### src/sv/hsv2rgb_pkg.sv
// ----------------------------------------------------------------------------
// hsv2rgb_pkg
// Shared widths, sector codes and stage control type of the HSV to RGB path.
// ----------------------------------------------------------------------------
package hsv2rgb_pkg;

  localparam int unsigned HUE_W                 = 16;
  localparam int unsigned CH_W                  = 13;
  localparam int unsigned CHANNEL_FRAC_BITS_DEF = 12;

  // hue sector, sixths of a full turn
  typedef enum logic [2:0] {
    SEC_0 = 3'd0,
    SEC_1 = 3'd1,
    SEC_2 = 3'd2,
    SEC_3 = 3'd3,
    SEC_4 = 3'd4,
    SEC_5 = 3'd5
  } sector_e;

  typedef struct packed {
    logic    valid;
    sector_e sector;
  } hsv2rgb_ctl_t;

endpackage

### src/sv/hsv_to_rgb_converter.sv
// Pipeline: a pixel accepted with start passes four register stages (prep, scale,
//   mix, output register) and then shows its result with valid_o.
// Throughput: one pixel per clock cycle, set by the fully pipelined stages;
//   busy is always low and the receiver cannot stall the output.
// Reset: rst_ni clears the stage control registers (valid bit and sector) only; payload registers keep data.
// ----------------------------------------------------------------------------
// hsv_to_rgb_converter
// HSVA to RGBA pixel converter, four-stage pipeline in fixed point.
// ----------------------------------------------------------------------------
module hsv_to_rgb_converter #(
  parameter int unsigned CHANNEL_FRAC_BITS = hsv2rgb_pkg::CHANNEL_FRAC_BITS_DEF
) (
  input  logic                             clk_i,
  input  logic                             rst_ni,
  input  logic                             start,
  output logic                             busy,
  input  logic [hsv2rgb_pkg::HUE_W-1:0]    hue_i,
  input  logic [hsv2rgb_pkg::CH_W-1:0]     saturation_i,
  input  logic [hsv2rgb_pkg::CH_W-1:0]     brightness_i,
  input  logic [hsv2rgb_pkg::CH_W-1:0]     alpha_in_i,
  output logic                             valid_o,
  output logic [hsv2rgb_pkg::CH_W-1:0]     red_o,
  output logic [hsv2rgb_pkg::CH_W-1:0]     green_o,
  output logic [hsv2rgb_pkg::CH_W-1:0]     blue_o,
  output logic [hsv2rgb_pkg::CH_W-1:0]     alpha_out_o
);
  import hsv2rgb_pkg::*;

  localparam int unsigned F  = CHANNEL_FRAC_BITS;
  localparam int unsigned CW = (F + 1 > CH_W) ? F + 1 : CH_W;
  localparam logic [CW-1:0] ONE_C = CW'(1) << F;

  hsv2rgb_ctl_t     ctl1, ctl2, ctl3;
  logic [F-1:0]     frac1;
  logic [F:0]       sat1, val1;
  logic [F:0]       oms2, sf2, s1f2, val2;
  logic [F:0]       p3, q3, t3, val3;
  logic [CH_W-1:0]  alpha1, alpha2, alpha3;
  logic [F:0]       r_sel, g_sel, b_sel;
  logic [CW-1:0]    r_ext, g_ext, b_ext;
  logic             valid_q;
  logic [CH_W-1:0]  red_d, red_q, green_d, green_q, blue_d, blue_q, alpha_q;

  // every pixel is taken, one per cycle
  assign busy = 1'b0;

  hsv2rgb_prep #(.CHANNEL_FRAC_BITS(CHANNEL_FRAC_BITS)) u_prep (
    .clk_i        (clk_i),
    .rst_ni       (rst_ni),
    .valid_i      (start & ~busy),
    .hue_i        (hue_i),
    .saturation_i (saturation_i),
    .brightness_i (brightness_i),
    .alpha_i      (alpha_in_i),
    .ctl_o        (ctl1),
    .frac_o       (frac1),
    .sat_o        (sat1),
    .val_o        (val1),
    .alpha_o      (alpha1)
  );

  hsv2rgb_scale #(.CHANNEL_FRAC_BITS(CHANNEL_FRAC_BITS)) u_scale (
    .clk_i   (clk_i),
    .rst_ni  (rst_ni),
    .ctl_i   (ctl1),
    .frac_i  (frac1),
    .sat_i   (sat1),
    .val_i   (val1),
    .alpha_i (alpha1),
    .ctl_o   (ctl2),
    .oms_o   (oms2),
    .sf_o    (sf2),
    .s1f_o   (s1f2),
    .val_o   (val2),
    .alpha_o (alpha2)
  );

  hsv2rgb_mix #(.CHANNEL_FRAC_BITS(CHANNEL_FRAC_BITS)) u_mix (
    .clk_i   (clk_i),
    .rst_ni  (rst_ni),
    .ctl_i   (ctl2),
    .oms_i   (oms2),
    .sf_i    (sf2),
    .s1f_i   (s1f2),
    .val_i   (val2),
    .alpha_i (alpha2),
    .ctl_o   (ctl3),
    .p_o     (p3),
    .q_o     (q3),
    .t_o     (t3),
    .val_o   (val3),
    .alpha_o (alpha3)
  );

  // channel routing per hue sector
  always_comb begin
    unique case (ctl3.sector)
      SEC_1: begin
        r_sel = q3;   g_sel = val3; b_sel = p3;
      end
      SEC_2: begin
        r_sel = p3;   g_sel = val3; b_sel = t3;
      end
      SEC_3: begin
        r_sel = p3;   g_sel = q3;   b_sel = val3;
      end
      SEC_4: begin
        r_sel = t3;   g_sel = p3;   b_sel = val3;
      end
      SEC_5: begin
        r_sel = val3; g_sel = p3;   b_sel = q3;
      end
      default: begin
        r_sel = val3; g_sel = t3;   b_sel = p3;
      end
    endcase
    r_ext   = CW'(r_sel);
    g_ext   = CW'(g_sel);
    b_ext   = CW'(b_sel);
    red_d   = r_ext[CH_W-1:0];
    green_d = g_ext[CH_W-1:0];
    blue_d  = b_ext[CH_W-1:0];
  end

  always_ff @(posedge clk_i or negedge rst_ni) begin
    if (!rst_ni) begin
      valid_q <= 1'b0;
    end else begin
      valid_q <= ctl3.valid;
    end
  end

  always_ff @(posedge clk_i) begin
    red_q   <= red_d;
    green_q <= green_d;
    blue_q  <= blue_d;
    alpha_q <= alpha3;
  end

  assign valid_o     = valid_q;
  assign red_o       = red_q;
  assign green_o     = green_q;
  assign blue_o      = blue_q;
  assign alpha_out_o = alpha_q;

  // an accepted transaction enters the first stage
  a_enter: assert property (@(posedge clk_i) disable iff (!rst_ni)
    start |=> ctl1.valid)
    else $error("accepted transaction lost at first stage");

  // hue * 6 stays below six full turns
  a_sector: assert property (@(posedge clk_i) disable iff (!rst_ni)
    ctl1.valid |-> (ctl1.sector == SEC_0 || ctl1.sector == SEC_1 ||
                    ctl1.sector == SEC_2 || ctl1.sector == SEC_3 ||
                    ctl1.sector == SEC_4 || ctl1.sector == SEC_5))
    else $error("hue sector out of range");

  a_leave: assert property (@(posedge clk_i) disable iff (!rst_ni)
    ctl3.valid |=> valid_o)
    else $error("transaction lost at output stage");

  // all channels stay within one
  a_range: assert property (@(posedge clk_i) disable iff (!rst_ni)
    valid_o |-> (CW'(red_o) <= ONE_C && CW'(green_o) <= ONE_C &&
                 CW'(blue_o) <= ONE_C))
    else $error("color channel above one");

endmodule

### src/sv/hsv2rgb_prep.sv
// ----------------------------------------------------------------------------
// hsv2rgb_prep
// Stage 1: hue sector and fraction, saturation and value limited to 1.0.
// ----------------------------------------------------------------------------
module hsv2rgb_prep #(
  parameter int unsigned CHANNEL_FRAC_BITS = hsv2rgb_pkg::CHANNEL_FRAC_BITS_DEF
) (
  input  logic                             clk_i,
  input  logic                             rst_ni,
  input  logic                             valid_i,
  input  logic [hsv2rgb_pkg::HUE_W-1:0]    hue_i,
  input  logic [hsv2rgb_pkg::CH_W-1:0]     saturation_i,
  input  logic [hsv2rgb_pkg::CH_W-1:0]     brightness_i,
  input  logic [hsv2rgb_pkg::CH_W-1:0]     alpha_i,
  output hsv2rgb_pkg::hsv2rgb_ctl_t        ctl_o,
  output logic [CHANNEL_FRAC_BITS-1:0]     frac_o,
  output logic [CHANNEL_FRAC_BITS:0]       sat_o,
  output logic [CHANNEL_FRAC_BITS:0]       val_o,
  output logic [hsv2rgb_pkg::CH_W-1:0]     alpha_o
);
  import hsv2rgb_pkg::*;

  localparam int unsigned F  = CHANNEL_FRAC_BITS;
  localparam int unsigned CW = (F + 1 > CH_W) ? F + 1 : CH_W;
  localparam logic [CW-1:0] ONE_C = CW'(1) << F;

  logic [HUE_W+2:0]   h6;
  logic [CW-1:0]      sat_ext, val_ext;
  hsv2rgb_ctl_t       ctl_d, ctl_q;
  logic [F-1:0]       frac_d, frac_q;
  logic [F:0]         sat_d, sat_q, val_d, val_q;
  logic [CH_W-1:0]    alpha_q;

  always_comb begin
    // hue * 6 as two shifted adds
    h6           = {1'b0, hue_i, 2'b00} + {2'b00, hue_i, 1'b0};
    ctl_d.valid  = valid_i;
    ctl_d.sector = sector_e'(h6[HUE_W+2:HUE_W]);
    frac_d       = h6[HUE_W-1 -: F];
    sat_ext      = CW'(saturation_i);
    val_ext      = CW'(brightness_i);
    sat_d        = (sat_ext > ONE_C) ? ONE_C[F:0] : sat_ext[F:0];
    val_d        = (val_ext > ONE_C) ? ONE_C[F:0] : val_ext[F:0];
  end

  always_ff @(posedge clk_i or negedge rst_ni) begin
    if (!rst_ni) begin
      ctl_q <= '{valid: 1'b0, sector: SEC_0};
    end else begin
      ctl_q <= ctl_d;
    end
  end

  always_ff @(posedge clk_i) begin
    frac_q  <= frac_d;
    sat_q   <= sat_d;
    val_q   <= val_d;
    alpha_q <= alpha_i;
  end

  assign ctl_o   = ctl_q;
  assign frac_o  = frac_q;
  assign sat_o   = sat_q;
  assign val_o   = val_q;
  assign alpha_o = alpha_q;

endmodule

### src/sv/hsv2rgb_scale.sv
// ----------------------------------------------------------------------------
// hsv2rgb_scale
// Stage 2: 1-s and the saturation products s*f and s*(1-f).
// ----------------------------------------------------------------------------
module hsv2rgb_scale #(
  parameter int unsigned CHANNEL_FRAC_BITS = hsv2rgb_pkg::CHANNEL_FRAC_BITS_DEF
) (
  input  logic                             clk_i,
  input  logic                             rst_ni,
  input  hsv2rgb_pkg::hsv2rgb_ctl_t        ctl_i,
  input  logic [CHANNEL_FRAC_BITS-1:0]     frac_i,
  input  logic [CHANNEL_FRAC_BITS:0]       sat_i,
  input  logic [CHANNEL_FRAC_BITS:0]       val_i,
  input  logic [hsv2rgb_pkg::CH_W-1:0]     alpha_i,
  output hsv2rgb_pkg::hsv2rgb_ctl_t        ctl_o,
  output logic [CHANNEL_FRAC_BITS:0]       oms_o,
  output logic [CHANNEL_FRAC_BITS:0]       sf_o,
  output logic [CHANNEL_FRAC_BITS:0]       s1f_o,
  output logic [CHANNEL_FRAC_BITS:0]       val_o,
  output logic [hsv2rgb_pkg::CH_W-1:0]     alpha_o
);
  import hsv2rgb_pkg::*;

  localparam int unsigned F = CHANNEL_FRAC_BITS;
  localparam logic [F:0] ONE_C = (F + 1)'(1) << F;

  logic [F:0]       omf;
  logic [2*F:0]     sf_prod;
  logic [2*F+1:0]   s1f_prod;
  logic [F:0]       oms_d, oms_q, sf_d, sf_q, s1f_d, s1f_q, val_q;
  logic [CH_W-1:0]  alpha_q;
  hsv2rgb_ctl_t     ctl_q;

  always_comb begin
    omf      = ONE_C - {1'b0, frac_i};
    sf_prod  = sat_i * frac_i;
    s1f_prod = sat_i * omf;
    oms_d    = ONE_C - sat_i;
    sf_d     = sf_prod[2*F:F];
    s1f_d    = s1f_prod[2*F:F];
  end

  always_ff @(posedge clk_i or negedge rst_ni) begin
    if (!rst_ni) begin
      ctl_q <= '{valid: 1'b0, sector: SEC_0};
    end else begin
      ctl_q <= ctl_i;
    end
  end

  always_ff @(posedge clk_i) begin
    oms_q   <= oms_d;
    sf_q    <= sf_d;
    s1f_q   <= s1f_d;
    val_q   <= val_i;
    alpha_q <= alpha_i;
  end

  assign ctl_o   = ctl_q;
  assign oms_o   = oms_q;
  assign sf_o    = sf_q;
  assign s1f_o   = s1f_q;
  assign val_o   = val_q;
  assign alpha_o = alpha_q;

endmodule

### src/sv/hsv2rgb_mix.sv
// ----------------------------------------------------------------------------
// hsv2rgb_mix
// Stage 3: the three value products p, q and t.
// ----------------------------------------------------------------------------
module hsv2rgb_mix #(
  parameter int unsigned CHANNEL_FRAC_BITS = hsv2rgb_pkg::CHANNEL_FRAC_BITS_DEF
) (
  input  logic                             clk_i,
  input  logic                             rst_ni,
  input  hsv2rgb_pkg::hsv2rgb_ctl_t        ctl_i,
  input  logic [CHANNEL_FRAC_BITS:0]       oms_i,
  input  logic [CHANNEL_FRAC_BITS:0]       sf_i,
  input  logic [CHANNEL_FRAC_BITS:0]       s1f_i,
  input  logic [CHANNEL_FRAC_BITS:0]       val_i,
  input  logic [hsv2rgb_pkg::CH_W-1:0]     alpha_i,
  output hsv2rgb_pkg::hsv2rgb_ctl_t        ctl_o,
  output logic [CHANNEL_FRAC_BITS:0]       p_o,
  output logic [CHANNEL_FRAC_BITS:0]       q_o,
  output logic [CHANNEL_FRAC_BITS:0]       t_o,
  output logic [CHANNEL_FRAC_BITS:0]       val_o,
  output logic [hsv2rgb_pkg::CH_W-1:0]     alpha_o
);
  import hsv2rgb_pkg::*;

  localparam int unsigned F = CHANNEL_FRAC_BITS;
  localparam logic [F:0] ONE_C = (F + 1)'(1) << F;

  logic [F:0]       q_fac, t_fac;
  logic [2*F+1:0]   p_prod, q_prod, t_prod;
  logic [F:0]       p_q, q_q, t_q, val_q;
  logic [CH_W-1:0]  alpha_q;
  hsv2rgb_ctl_t     ctl_q;

  always_comb begin
    q_fac  = ONE_C - sf_i;
    t_fac  = ONE_C - s1f_i;
    p_prod = val_i * oms_i;
    q_prod = val_i * q_fac;
    t_prod = val_i * t_fac;
  end

  always_ff @(posedge clk_i or negedge rst_ni) begin
    if (!rst_ni) begin
      ctl_q <= '{valid: 1'b0, sector: SEC_0};
    end else begin
      ctl_q <= ctl_i;
    end
  end

  // products never exceed one squared, so bit 2F+1 is always clear
  always_ff @(posedge clk_i) begin
    p_q     <= p_prod[2*F:F];
    q_q     <= q_prod[2*F:F];
    t_q     <= t_prod[2*F:F];
    val_q   <= val_i;
    alpha_q <= alpha_i;
  end

  assign ctl_o   = ctl_q;
  assign p_o     = p_q;
  assign q_o     = q_q;
  assign t_o     = t_q;
  assign val_o   = val_q;
  assign alpha_o = alpha_q;

endmodule

### config.mk
export PLATFORM = sky130hd
export DESIGN_NAME = hsv_to_rgb_converter
export DESIGN_NICKNAME = d
export VERILOG_FILES = /design/src/sv/hsv2rgb_pkg.sv /design/src/sv/hsv_to_rgb_converter.sv /design/src/sv/hsv2rgb_prep.sv /design/src/sv/hsv2rgb_scale.sv /design/src/sv/hsv2rgb_mix.sv
export SDC_FILE = /design/constraint.sdc
export NUM_CORES = 2
export LEC_CHECK = 0
export BUFFER_PORTS_ARGS = -buffer_cell sky130_fd_sc_hd__clkbuf_2
export CAP_MARGIN = 20
export CORE_MARGIN = 2
export CORE_UTILIZATION = 60
export DETAILED_ROUTE_END_ITERATION = 7
export PLACE_DENSITY_LB_ADDON = 0.05
export SLEW_MARGIN = 10
export SYNTH_ARGS = -nofsm -noshare
export SYNTH_HDL_FRONTEND = slang
export SYNTH_SLANG_ARGS = --single-unit
export TNS_END_PERCENT = 5
### constraint.sdc
create_clock -name clk_i -period 9.2 [get_ports clk_i]
set_input_delay 1.84 -clock clk_i [delete_from_list [all_inputs] [get_ports clk_i]]
set_output_delay 1.84 -clock clk_i [all_outputs]
set_load 0.01 [all_outputs]
==> Word level (Yosys, flattened, before mapping) <==
Cells that the tools add are included.
{ "totals": {"register_bits": 246, "output_inout_bits": 54, "wordCells": 49} }
{ "classes": {"addsub": 5, "multipliers": 5, "order_cmp": 2, "eq_ne": 5, "mux": 3, "n_reduce_logical": 4} }
{ "ops": {"columns": ["op", "count"], "rows": [
  ["13-bit one-hot mux with 3 select lines", 3],
  ["13-bit by 13-bit multiplier with 25-bit output", 4],
  ["13-bit subtractor, first input constant", 3],
  ["13-bit > comparator, second input constant", 2],
  ["13-bit by 12-bit multiplier with 25-bit output", 1],
  ["18-bit by 17-bit adder with 19-bit output", 1],
  ["13-bit by 12-bit subtractor with 13-bit output, first input constant", 1],
  ["2-bit OR reduction", 4],
  ["3-bit by 2-bit equality test with 1-bit output, second input constant", 2],
  ["3-bit equality test, second input constant", 2],
  ["3-bit by 1-bit equality test with 1-bit output, second input constant", 1]
]} }

==> Logic depth before layout (Yosys ltp) <==
{ "depth": {"ltp_word": 3, "mapped_depth": 27, "mapped_depth_nobuf": 26} }

==> Cells and area by module <==
Synthesis repeated with hierarchy kept, for this count alone.
{ "hier_totals": {"hier_cells": 3724, "hier_area_um2": 33947.6} }
{ "by_module_without_submodules": {"columns": ["module", "n_inst", "cells_each", "area_each_um2", "seq_area_each_um2"], "rows": [
  ["hsv2rgb_mix", 1, 1944, 17279.1, 1401.3],
  ["hsv2rgb_scale", 1, 1339, 11905.2, 1401.3],
  ["hsv_to_rgb_converter", 1, 251, 2672.6, 1066.0],
  ["hsv2rgb_prep", 1, 190, 2090.8, 1121.1]
]} }

==> Worst setup path before layout <==
OpenSTA, ideal clock, no wires.
{ "synth_timing": {"path_kind": "flip-flop to flip-flop", "from": "register u_prep.frac_q[2], in the netlist u_prep.frac_o[2]", "to": "register u_scale.s1f_q[12], in the netlist u_scale.s1f_o[12]", "setup_time_ns": 0.126, "t_arrival_ns": 6.232, "required_ns": 9.074, "slack_ns": 2.842, "path_stages_with_launch": 25, "period_less_slack_ns": 6.358, "cell_sequence": "dfxtp_1 -> clkbuf_1 -> nor2_1 -> nand2_1 -> or3_1 -> or4_1 -> nor2_1 -> xnor2_1 -> clkbuf_1 -> and2_1 -> fa_1 -> fa_1 -> fa_1 -> fa_1 -> inv_1 -> fa_1 -> inv_1 -> ha_1 -> a21o_1 -> a2111oi_4 -> o21ai_2 -> a311oi_4 -> o21ai_2 -> o41ai_2 -> xnor2_1"} }
{ "synth_via": {"elab_chain_len": 2} }
{ "synth_lines": {"columns": ["item", "line_no", "rtl"], "rows": [
  ["start: declaration", "hsv2rgb_prep.sv:30", "logic [F-1:0] frac_d, frac_q;"],
  ["start signal: assignment", "hsv2rgb_prep.sv:55", "frac_q <= frac_d;"],
  ["13-bit by 12-bit subtractor with 13-bit output", "hsv2rgb_scale.sv:35", "omf = ONE_C - {1'b0, frac_i};"],
  ["13-bit by 13-bit multiplier with 25-bit output", "hsv2rgb_scale.sv:37", "s1f_prod = sat_i * omf;"],
  ["net u_scale.s1f_prod[24]", "hsv2rgb_scale.sv:29", "logic [2*F+1:0] s1f_prod;"],
  ["end signal: assignment", "hsv2rgb_scale.sv:54", "s1f_q <= s1f_d;"],
  ["end: declaration", "hsv2rgb_scale.sv:30", "logic [F:0] oms_d, oms_q, sf_d, sf_q, s1f_d, s1f_q, val_q;"]
]} }
The timed path passes the listed nets, and every way through them passes these cells.
A chain may end at the register's enable or synchronous reset.

==> Worst setup path in the final report <==
{ "layout_timing": {"from": "register u_scale.s1f_q[0], in the netlist u_scale.s1f_o[0]", "to": "register u_mix.t_q[12], in the netlist u_mix.t_o[12]"} }
{ "layout_via": {"elab_chain_len": 2} }
{ "layout_lines": {"columns": ["item", "line_no", "rtl"], "rows": [
  ["13-bit subtractor", "hsv2rgb_mix.sv:36", "t_fac = ONE_C - s1f_i;"],
  ["13-bit by 13-bit multiplier with 25-bit output", "hsv2rgb_mix.sv:39", "t_prod = val_i * t_fac;"],
  ["net u_mix.t_prod[24]", "hsv2rgb_mix.sv:29", "logic [2*F+1:0] p_prod, q_prod, t_prod;"],
  ["end signal: assignment", "hsv2rgb_mix.sv:54", "t_q <= t_prod[2*F:F];"],
  ["end: declaration", "hsv2rgb_mix.sv:30", "logic [F:0] p_q, q_q, t_q, val_q;"]
]} }
The timed path passes the listed nets, and every way through them passes these cells.

==> run_results.csv <==
group,metric,value,unit
floorplan,dieArea,56980,µm²
drt,antenna_left,0,
clocking,clock_sinks,246,
grt,grt_max_degree,57,
sta,max_freq,140.5,MHz
clocking,holdBufCountCts,0,
sta,fin_crit_sh,77.34,%
clocking,ctsHtreeMaxLevel,1,
min_path,min_from,"u_prep.alpha_o[5]$_DFF_P_",
yosys,synthArstFlopShare,5.285,%
clocking,cts_tree,"done",
floorplan,core-area,54770,µm²
critical_path,timing.rr.start,"u_scale.s1f_o[0]$_DFF_P_",
critical_path,worstPathArrival,7.60,ns
sta,slew_viol_final,0,
drt,first_iter_violations,1204,
drt,wl_per_cell,17.39,µm
drt,routed_wl,76590,µm
yosys,synth_compound_area_share,5.580,%
yosys,synth_fa_ha_area_share,48.12,%
placement,dp_hpwl,58940,µm
grt,grt_overflow,0,
yosys,synth_simple_gate_area_share,15.53,%
sta,hold_violations,0,
floorplan,die_y,238.7,µm
clocking,ctsRootBufferMaster,"clkbuf_16",
placement,port_buffers,110,
clocking,clk_latency,0.56,ns
clocking,cts_setup_buffers,0,
grt,grt_pass1_vias,25560,
clocking,cts_buffers,27,
drt,viasPerCell,5.387,
yosys,synth_cells,3679,
yosys,synth_mux_area_share,1.208,%
yosys,yosys_warnings,0,
sta,setup_viol,0,
run_status,status,"completed",
clocking,post_cts_resized,0,
yosys,synth_top_family_by_area,"adder cells",
floorplan,initial_core_util,60.34,%
yosys,syn_area_per_cell,8.983,µm²
critical_path,path_max_fanout,15,
sta,skew,0.01535,ns
yosys,synth-xor-area-share,3.419,%
yosys,netlist_area,33050,µm²
clocking,clock_path_buffers,3,
grt,antenna_found_initial,1,
flow_run,cap_violations,0,
floorplan,ios,112,
yosys,yosysSeqAreaShare,15.10,%
yosys,syn_nets,4657,
drt,vias,23730,
sta,tightest_slew,1.083,ns
yosys,synth_enable_flop_cells,0,
yosys,ys_ff_latch,246,
critical_path,crit_path_end_kind,"register",
critical_path,cp-start-kind,"register",
floorplan,rows,86,
final_layout,nets,4658,
drt,route.detailed.drc,0,
sta,totalNegativeSetupSlack,0,ns
grt,grt_pass1_wl,128100,µm
final_layout,fillers,4614,
grt,grtUsageTotal,28.17,%
drt,drt_pass1_iterations,6,
sta,grt_setup_unrepaired,"false",
critical_path,crit_start,"u_scale.s1f_o[0]$_DFF_P_",
critical_path,required,9.69,ns
final_layout,areaGrowthSynthToFinish,6.152,%
final_layout,utilization,64.05,%
clocking,clk_pin_slew_worst_paths,0.06,ns
yosys,ys_types,72,
critical_path,crit_type,"register to register",
floorplan,die_w,238.7,µm
min_path,hold_class,"register to register",
final_layout,drive_above_1_share,6.541,%
yosys,synthFlopType,"dfxtp_1",
sta,period_needed,7.115,ns
sta,max_slew_margin,27.29,%
placement,gp_congestion,0.9072,
## cell families after synthesis
| logic type | after synthesis |
|---|---|
| other | 1 |
| flip-flops | 246 |
| adder cells (fa/ha/maj) | 920 |
| AND/OR/NAND/NOR | 1106 |
| buffers and inverters | 968 |
| XOR/XNOR | 129 |
| AO/OA/AOI/OAI | 270 |
| multiplexers | 39 |
## worst paths after layout
check | to | slack, ns | cells past startpoint
worst max-delay path | u_mix.t_o[12]$_DFF_P_ | 2.08 | 22
worst min-delay path | u_scale.alpha_o[5]$_DFF_P_ | 0.32 | 0
worst max register to register | u_mix.t_o[12]$_DFF_P_ | 2.08 | 22
worst min register to register | u_scale.alpha_o[5]$_DFF_P_ | 0.32 | 0
max in group asynchronous | u_mix.ctl_o[2]$_DFF_PN0_ | 7.78 | 1
min in group asynchronous | u_mix.ctl_o[3]$_DFF_PN0_ | 1.16 | 1
## placed cells by master (no fill, tap or decap), drive strengths merged, types with 9 or more instances in the layout
master  instances
nand4          10
inv           781
nand3          13
a21oi          63
xor2           41
nor2          119
mux2i          32
nand2         584
dfrtp          13
clkbuf        147
fa            585
o21ai          66
nand2b          9
buf            52
dfxtp         233
o22ai          21
a221oi         30
xnor2          88
nor2b          30
o21a           21
and2          274
a21o           17
ha            335
nor3           33
## stage by stage
step	area (µm²)	setup WS, ns	hold WS, ns	cells
2_1_floorplan	33050	2.842	0.3096	3679
3_3_place_gp	34120	2.128	0.3097	4350
3_5_place_dp	34120	1.893	0.3121	4350
4_1_cts	35020	1.873	0.3263	4399
5_1_grt	35080	1.508	0.3277	4404
6_report	35080	2.085	0.3232	4405
## Yosys cell counts (4+ instances only)
library cell / n / area share (%)
fa_1: 585 / 35
o211ai_1: 4 / 0.091
nand2_1: 584 / 6.6
o21ai_0: 62 / 0.94
xor2_1: 41 / 1.1
and3_1: 6 / 0.11
nor3_1: 33 / 0.50
o21a_1: 21 / 0.48
ha_1: 335 / 13
buf_1: 5 / 0.057
o21bai_1: 4 / 0.091
o221a_2: 6 / 0.20
nand2b_1: 9 / 0.17
nor2b_1: 30 / 0.57
a21oi_1: 62 / 0.94
nor2_1: 119 / 1.4
a221oi_1: 29 / 0.77
nor4_1: 6 / 0.11
or3_1: 8 / 0.15
inv_1: 775 / 8.8
a21o_1: 17 / 0.39
dfrtp_1: 13 / 0.98
or4_1: 4 / 0.091
a31oi_1: 5 / 0.095
clkbuf_1: 183 / 2.1
mux2i_1: 32 / 0.97
mux2_2: 7 / 0.24
nand4_1: 10 / 0.19
xnor2_1: 88 / 2.3
a31o_2: 4 / 0.11
nand3_1: 13 / 0.20
o22ai_1: 21 / 0.40
dfxtp_1: 233 / 14
a211oi_1: 5 / 0.11
and2_1: 273 / 5.2
## routing by layer
metal	vias up	routed length [µm]	GRT usage, %
met4	0	1790	7.027
met2	621	38590	50.70
met3	114	3610	2.679
met5	-	0	0
met1	11940	32600	36.55
li1	11050	-	-
## layout make-up
cell class	count	area, µm²	share of cell area (%)
diodes	1	2.502	0.007133
clock buffers	35	755.7	2.154
clock inverters	14	151.4	0.4315
inverters	776	2913	8.303
multi-input cells	2465	24410	69.59
flip-flops and latches	246	4991	14.23
well taps	704	880.8	2.511
repair buffers	164	975.9	2.782
## worst max-delay path, stage by stage, from the launching register on
cell      delay (ns)
dfxtp_1         0.46
inv_1           0.11
ha_1            0.21
or3b_1          0.44
nor4_2          0.27
xor2_1          0.80
and2_1          0.25
fa_1            0.43
fa_1            0.51
fa_1            0.44
fa_1            0.49
inv_1           0.05
fa_1            0.47
inv_1           0.04
ha_1            0.33
a21o_1          0.20
a21o_1          0.21
nor4_1          0.17
a21oi_1         0.17
a221oi_1        0.47
a21oi_1         0.18
a21oi_1         0.22
xnor2_1         0.13
Power is not shown: default switching activity piles up to over one toggle a cycle in this logic, so the estimate is an artifact.
